--- src/rtl/spq_pkg.sv ---
// Package: sizes, word types and codes for the sorted priority queue.
package spq_pkg;

  localparam int CAPACITY     = 16;
  localparam int KEY_BITS     = 16;
  localparam int PAYLOAD_BITS = 32;
  localparam int COUNT_BITS   = $clog2(CAPACITY + 1);
  localparam int IDX_BITS     = $clog2(CAPACITY);

  typedef enum logic [0:0] {
    OP_ENQ = 1'b0,
    OP_DEQ = 1'b1
  } op_t;

  typedef enum logic [1:0] {
    ST_OK    = 2'd0,
    ST_EMPTY = 2'd1,
    ST_FULL  = 2'd2
  } status_t;

  typedef struct packed {
    logic [KEY_BITS-1:0]     key;
    logic [PAYLOAD_BITS-1:0] payload;
  } entry_t;

  typedef struct packed {
    op_t                     op;
    logic [KEY_BITS-1:0]     key;
    logic [PAYLOAD_BITS-1:0] payload;
  } in_word_t;

  typedef struct packed {
    status_t                 status;
    logic [KEY_BITS-1:0]     out_key;
    logic [PAYLOAD_BITS-1:0] out_payload;
    logic [KEY_BITS-1:0]     head_key;
    logic [PAYLOAD_BITS-1:0] head_payload;
    logic [KEY_BITS-1:0]     tail_key;
    logic [PAYLOAD_BITS-1:0] tail_payload;
    logic [COUNT_BITS-1:0]   entry_count;
  } out_word_t;

  typedef struct packed {
    logic enq;
    logic deq;
    logic occ;
    logic left_le;
  } cell_ctrl_t;

endpackage

--- src/rtl/stable_sorted_priority_queue_top.sv ---
// Top level: stable sorted priority queue built as a chain of slot cells.
//
// Command channel: a word (op, key, payload) is taken at a rising edge with
// start high and busy low. busy stays low, so one command per cycle is taken.
// Enqueue places the entry after all stored entries with key less or equal;
// dequeue removes the front entry. Full enqueue and empty dequeue set the
// status and leave the queue as it was.
// Result channel: one result word per command, on result for one cycle with
// done high, in the cycle after the command edge.
// Each slot compares its key with the incoming key in parallel and moves
// data one place in the same edge, so the cell chain sets the rate.
// The receiver cannot hold results off; none are needed since busy is low.
// Reset clears the entry count and done; slot contents are left as they are
// and are only looked at below the count.
module stable_sorted_priority_queue_top (
  input  logic                  clk,
  input  logic                  rst,
  input  logic                  start,
  output logic                  busy,
  input  spq_pkg::in_word_t     cmd,
  output logic                  done,
  output spq_pkg::out_word_t    result
);

  localparam int N = spq_pkg::CAPACITY;

  logic [spq_pkg::COUNT_BITS-1:0] count, count_next;
  logic                           go, enq_ok, deq_ok;
  spq_pkg::entry_t                new_entry;
  spq_pkg::entry_t                slot      [N];
  spq_pkg::entry_t                slot_next [N];
  logic [N-1:0]                   le;
  logic [spq_pkg::IDX_BITS-1:0]   tail_idx;
  spq_pkg::out_word_t             result_next;

  assign busy      = 1'b0;
  assign go        = start && !busy;
  assign enq_ok    = go && (cmd.op == spq_pkg::OP_ENQ) &&
                     (count < spq_pkg::COUNT_BITS'(N));
  assign deq_ok    = go && (cmd.op == spq_pkg::OP_DEQ) && (count != '0);
  assign new_entry = '{key: cmd.key, payload: cmd.payload};

  for (genvar i = 0; i < N; i++) begin : g_cell
    spq_pkg::cell_ctrl_t ctrl;
    spq_pkg::entry_t     left_e, right_e;

    assign ctrl.enq     = enq_ok;
    assign ctrl.deq     = deq_ok;
    assign ctrl.occ     = spq_pkg::COUNT_BITS'(i) < count;
    if (i == 0) begin : g_first
      assign ctrl.left_le = 1'b1;
      assign left_e       = new_entry;
    end else begin : g_mid
      assign ctrl.left_le = le[i-1];
      assign left_e       = slot[i-1];
    end
    if (i == N - 1) begin : g_last
      assign right_e = new_entry;
    end else begin : g_inner
      assign right_e = slot[i+1];
    end

    spq_cell u_cell (
      .clk         (clk),
      .ctrl        (ctrl),
      .new_entry   (new_entry),
      .left_entry  (left_e),
      .right_entry (right_e),
      .entry       (slot[i]),
      .entry_next  (slot_next[i]),
      .le          (le[i])
    );
  end

  always_comb begin
    count_next = count;
    if (enq_ok) begin
      count_next = count + 1'b1;
    end else if (deq_ok) begin
      count_next = count - 1'b1;
    end
  end

  assign tail_idx = spq_pkg::IDX_BITS'(count_next - 1'b1);

  always_comb begin
    result_next = '0;
    if (go && (cmd.op == spq_pkg::OP_ENQ) && !enq_ok) begin
      result_next.status = spq_pkg::ST_FULL;
    end else if (go && (cmd.op == spq_pkg::OP_DEQ) && !deq_ok) begin
      result_next.status = spq_pkg::ST_EMPTY;
    end else begin
      result_next.status = spq_pkg::ST_OK;
    end
    if (deq_ok) begin
      result_next.out_key     = slot[0].key;
      result_next.out_payload = slot[0].payload;
    end
    if (count_next != '0) begin
      result_next.head_key     = slot_next[0].key;
      result_next.head_payload = slot_next[0].payload;
      result_next.tail_key     = slot_next[tail_idx].key;
      result_next.tail_payload = slot_next[tail_idx].payload;
    end
    result_next.entry_count = count_next;
  end

  always_ff @(posedge clk) begin
    if (rst) begin
      count <= '0;
      done  <= 1'b0;
    end else begin
      count <= count_next;
      done  <= go;
    end
  end

  always_ff @(posedge clk) begin
    result <= result_next;
  end

endmodule

--- src/rtl/spq_cell.sv ---
// One slot of the sorted chain: keeps, takes the new entry, or shifts.
module spq_cell (
  input  logic                clk,
  input  spq_pkg::cell_ctrl_t ctrl,
  input  spq_pkg::entry_t     new_entry,
  input  spq_pkg::entry_t     left_entry,
  input  spq_pkg::entry_t     right_entry,
  output spq_pkg::entry_t     entry,
  output spq_pkg::entry_t     entry_next,
  output logic                le
);

  assign le = ctrl.occ && (entry.key <= new_entry.key);

  always_comb begin
    entry_next = entry;
    if (ctrl.enq && !le) begin
      if (ctrl.left_le) begin
        entry_next = new_entry;
      end else begin
        entry_next = left_entry;
      end
    end else if (ctrl.deq) begin
      entry_next = right_entry;
    end
  end

  always_ff @(posedge clk) begin
    entry <= entry_next;
  end

endmodule

--- config.mk ---
export PLATFORM = sky130hd
export DESIGN_NAME = stable_sorted_priority_queue_top
export DESIGN_NICKNAME = d
export VERILOG_FILES = /design/src/rtl/spq_pkg.sv /design/src/rtl/stable_sorted_priority_queue_top.sv /design/src/rtl/spq_cell.sv
export SDC_FILE = /design/constraint.sdc
export NUM_CORES = 2
export LEC_CHECK = 0
export BUFFER_PORTS_ARGS = -buffer_cell sky130_fd_sc_hd__buf_2
export CORE_MARGIN = 4
export CORE_UTILIZATION = 25
export CTS_CLUSTER_SIZE = 10
export DETAILED_ROUTE_END_ITERATION = 10
export PLACE_DENSITY_LB_ADDON = 0.08
export SKIP_CTS_REPAIR_TIMING = 1
export SLEW_MARGIN = 20
export SYNTH_ARGS = -nofsm -noshare
export SYNTH_HDL_FRONTEND = slang
export SYNTH_SLANG_ARGS = --single-unit
--- constraint.sdc ---
create_clock -name clk -period 12.5 [get_ports clk]
set_input_delay 0 -clock clk [delete_from_list [all_inputs] [get_ports clk]]
set_output_delay 0 -clock clk [all_outputs]
set_load 0.02 [all_outputs]
==> summary.txt <==
Status
  – Status: finished, final reports clean

CTS
  – Total clock sinks: 925
  – H-tree depth: 3
  – Root buf cell: clkbuf_16
  – Num CTS Buffers: 117
  – Clock transition at the registers of the reported paths: 0.07 ns
  – Clk Latency, worst-skew pair: 0.80 ns
  – Clock Tree Buf Depth: 3
  – CTS tree: yes

Setup path
  – R2R Setup Slk: 6.13 ns
  – WP data required: 13.19 ns
  – Worst Path Arrival: 7.06 ns
  – Peak fanout along the critical path: 61
  – Worst Setup End Kind: flop
  – Worst R2R Path Depth: 14
  – CP Launch Point: count[2]$_SDFF_PP0_
  – CP startpoint kind: flop
  – Reg2reg end: result[18]$_SDFF_PN0_
  – Worst setup path category: reg2reg
  – Reg-to-Reg Start: count[2]$_SDFF_PP0_
  – End of the critical path: result[18]$_SDFF_PN0_

Cells and area
  – Area Overhead vs Synth: 13.7%
  – Final #Nets: 7495
  – Reg area: 0.0185 sq mm
  – Fill cells: 24800
  – Area of the multi-input gates: 0.0369 sq mm
  – Layout cell share with drive strength beyond 1: 9.12%
  – Final Cell Area: 0.0663 sq mm
  – Core Util, Final: 28.5%

Placed design
  – Routability cong.: 0.870
  – Buffers on Ports: 203
  – Post-DP HPWL: 201000 um
  – Post-DP Area: 0.0620 sq mm

Routing
  – Routed Wire Length: 304000 um
  – DR iter-0 viols: 6071
  – Wire length per cell: 29.4 um
  – DRT Pass-1 Iters: 8
  – Routed vias: 59100
  – Antenna-violating nets left: 0
  – DRC violations left: 0
  – Vias per cell: 5.72

Yosys
  – Synthesized netlist cell count: 7399
  – Cell Area, Synth: 0.0583 sq mm
  – Synth Register Bits: 925
  – Top cell type's share of synthesized area: 31.7%
  – Netlist cell types: 85
  – Synth area leaders: dfxtp_1, mux2i_1, nand2_1, ha_1, o21ai_0
  – Top cells by count, synth: nand2_1, dfxtp_1, mux2i_1
  – Cell taking the most area after synthesis: dfxtp_1
  – Most common cell in the synthesized netlist: nand2_1
  – Main synth FF type: dfxtp_1
  – Async SR Flop Fraction: 0%
  – Post-Syn Nets: 7696
  – Synth warn: 0
  – Post-synth EDFFs: 0
  – Syn Area/Cell: 7.88 sq um
  – Sequential share of the synthesized area: 31.7%

STA
  – Unrepaired setup endpoints after global routing: no
  – Min Tclk post-route: 6.37 ns
  – Fin. max-slew vios: 0
  – Fmax achieved: 157 MHz
  – Worst Tran Pin Value: 1.19 ns
  – Setup-failing EPs final: 0
  – Clk_skew: 0.0429 ns
  – Rel. slew slack: 20.2%
  – Period utilization: 51.0%
  – Fin Hold WS: 0.158 ns
  – Setup tns final: 0 ns
  – Fin. Hold Viols: 0

Floorplan
  – Die Wd: 491 um
  – Top Ports: 205
  – Row count: 177
  – Initial Utilization: 25.1%
  – Core box area: 0.232 sq mm
  – Area of the die: 0.241 sq mm
  – Die Ht: 491 um

Min path
  – Hold path start: rst
  – Hold/Removal Path Class: in2reg

Flow run
  – Max-Cap Viols: 0

Global routing
  – Largest net degree at the start of global routing: 150
  – Number of global-route vias before repair: 56000
  – Antenna violations before repair: 12
  – GRT overflow: 0
  – Total track usage: 24.0%
  – Global-route wire length before repair: 434000 um

Pwr
  – Pleak: 30.0 nW
  – Total power: 17.3 mW
  – Maximum vdd ir drop: 121 uV
  – Pwr per Cell Area: 261 mW/mm^2
[through the flow]
stage,setup slack (ns),std cells
finish,6.13,10300
global route,5.84,10300
CTS,6.19,10300
detailed placement,6.22,10100
global placement,6.34,10100
floorplan,8.00,7399
[metal layers]
layer | part of all wire (%) | track usage (%) | wire length [um] | vias up
li1 | - | - | - | 27000
met4 | 2.3 | 5.96 | 6970 | 6
met1 | 49 | 35.8 | 149000 | 29200
met2 | 41 | 34.6 | 124000 | 2542
met3 | 7.8 | 5.04 | 23700 | 397
met5 | 0.011 | 0 | 34 | -
[worst max-delay path: stages (launching register included)]
cell and delay (ns):
dfxtp_1 0.52, or3_1 0.60, o221ai_4 0.22, buf_4 0.78
xnor2_2 0.20, clkinv_2 0.09, ha_1 0.27, a21oi_1 0.17
nand4_1 0.39, or2_2 0.54, nand3_4 0.58, buf_4 0.97
o221ai_1 0.29, a211o_1 0.47, o31ai_1 0.12
[cell type report]
type / count / area share [%]
Antenna cell: 11 / 0.0415
Inverter: 144 / 0.817
Tap cell: 3043 / 5.74
Sequential cell: 925 / 27.9
Clock buffer: 177 / 5.13
Timing Repair Buffer: 399 / 4.09
Multi-Input combinational cell: 5611 / 55.7
Clock inverter: 28 / 0.570
[placed cells by master (no fill, tap or decap), types with 47 or more instances in the layout]
| cell type | Yosys | layout |
|---|---|---|
| o22ai_1 | 140 | 140 |
| dfxtp_1 | 925 | 925 |
| nand4_1 | 48 | 48 |
| a21boi_0 | 119 | 119 |
| ha_1 | 245 | 245 |
| o31ai_1 | 50 | 49 |
| clkbuf_16 | 0 | 118 |
| a31oi_1 | 375 | 370 |
| inv_1 | 142 | 142 |
| nor2_1 | 416 | 409 |
| nand2_1 | 963 | 952 |
| and3_1 | 57 | 56 |
| o31a_1 | 92 | 92 |
| dlygate4sd3_1 | 0 | 51 |
| o221ai_1 | 47 | 47 |
| a31o_2 | 49 | 49 |
| and2_1 | 89 | 82 |
| a211oi_1 | 70 | 70 |
| mux2i_1 | 715 | 715 |
| nor2b_1 | 51 | 51 |
| buf_4 | 2 | 137 |
| a32oi_1 | 93 | 93 |
| o21ai_0 | 535 | 535 |
| nor3_1 | 50 | 47 |
| nand2b_1 | 65 | 64 |
| a21o_1 | 52 | 51 |
| nand3_1 | 324 | 315 |
| a21oi_1 | 455 | 452 |
| buf_2 | 94 | 203 |
| a211o_1 | 94 | 94 |
| o211ai_1 | 60 | 60 |
[report_power, final]
part / internal, mW / leakage (nW) / switching, mW / total [mW]
clock network: 2.01 / 1.86 / 1.50 / 3.51
registers: 4.40 / 7.76 / 1.53 / 5.94
logic: 2.83 / 20.3 / 5.07 / 7.89
[cells by family (layout without fill, tap and decap cells)]
logic type | count (synthesis) | in the layout | share of synthesized area [%]
AOI/OAI and AO/OA | 2459 | 2459 | 27.8
xor gates and xnor gates | 1 | 1 | 0.0150
adders and majority gates | 245 | 245 | 5.26
buffers and inverters | 863 | 748 | 5.79
DFF | 925 | 925 | 31.7
muxes | 720 | 720 | 12.4
other | 1 | 12 | 0.00643
and+or+nand+nor | 2185 | 2185 | 17.0
[registers in the layout (all words and copies together), names as in the netlist]
signal,count
g_cell.u_cell.entry,768
result,151
done,1
count,5
[worst min-delay path by stage]
stage | slack, ns | cells after the start | end
after floorplan | 0.07 | 1 | count[4]$_SDFF_PP0_
after global placement | 0.38 | 2 | count[3]$_SDFF_PP0_
after detailed placement | 0.38 | 2 | count[2]$_SDFF_PP0_
after CTS | -0.48 | 2 | count[2]$_SDFF_PP0_
after global routing | 0.15 | 3 | count[2]$_SDFF_PP0_
final | 0.16 | 3 | count[2]$_SDFF_PP0_
Note: power is estimated with default switching activity, not from simulation.
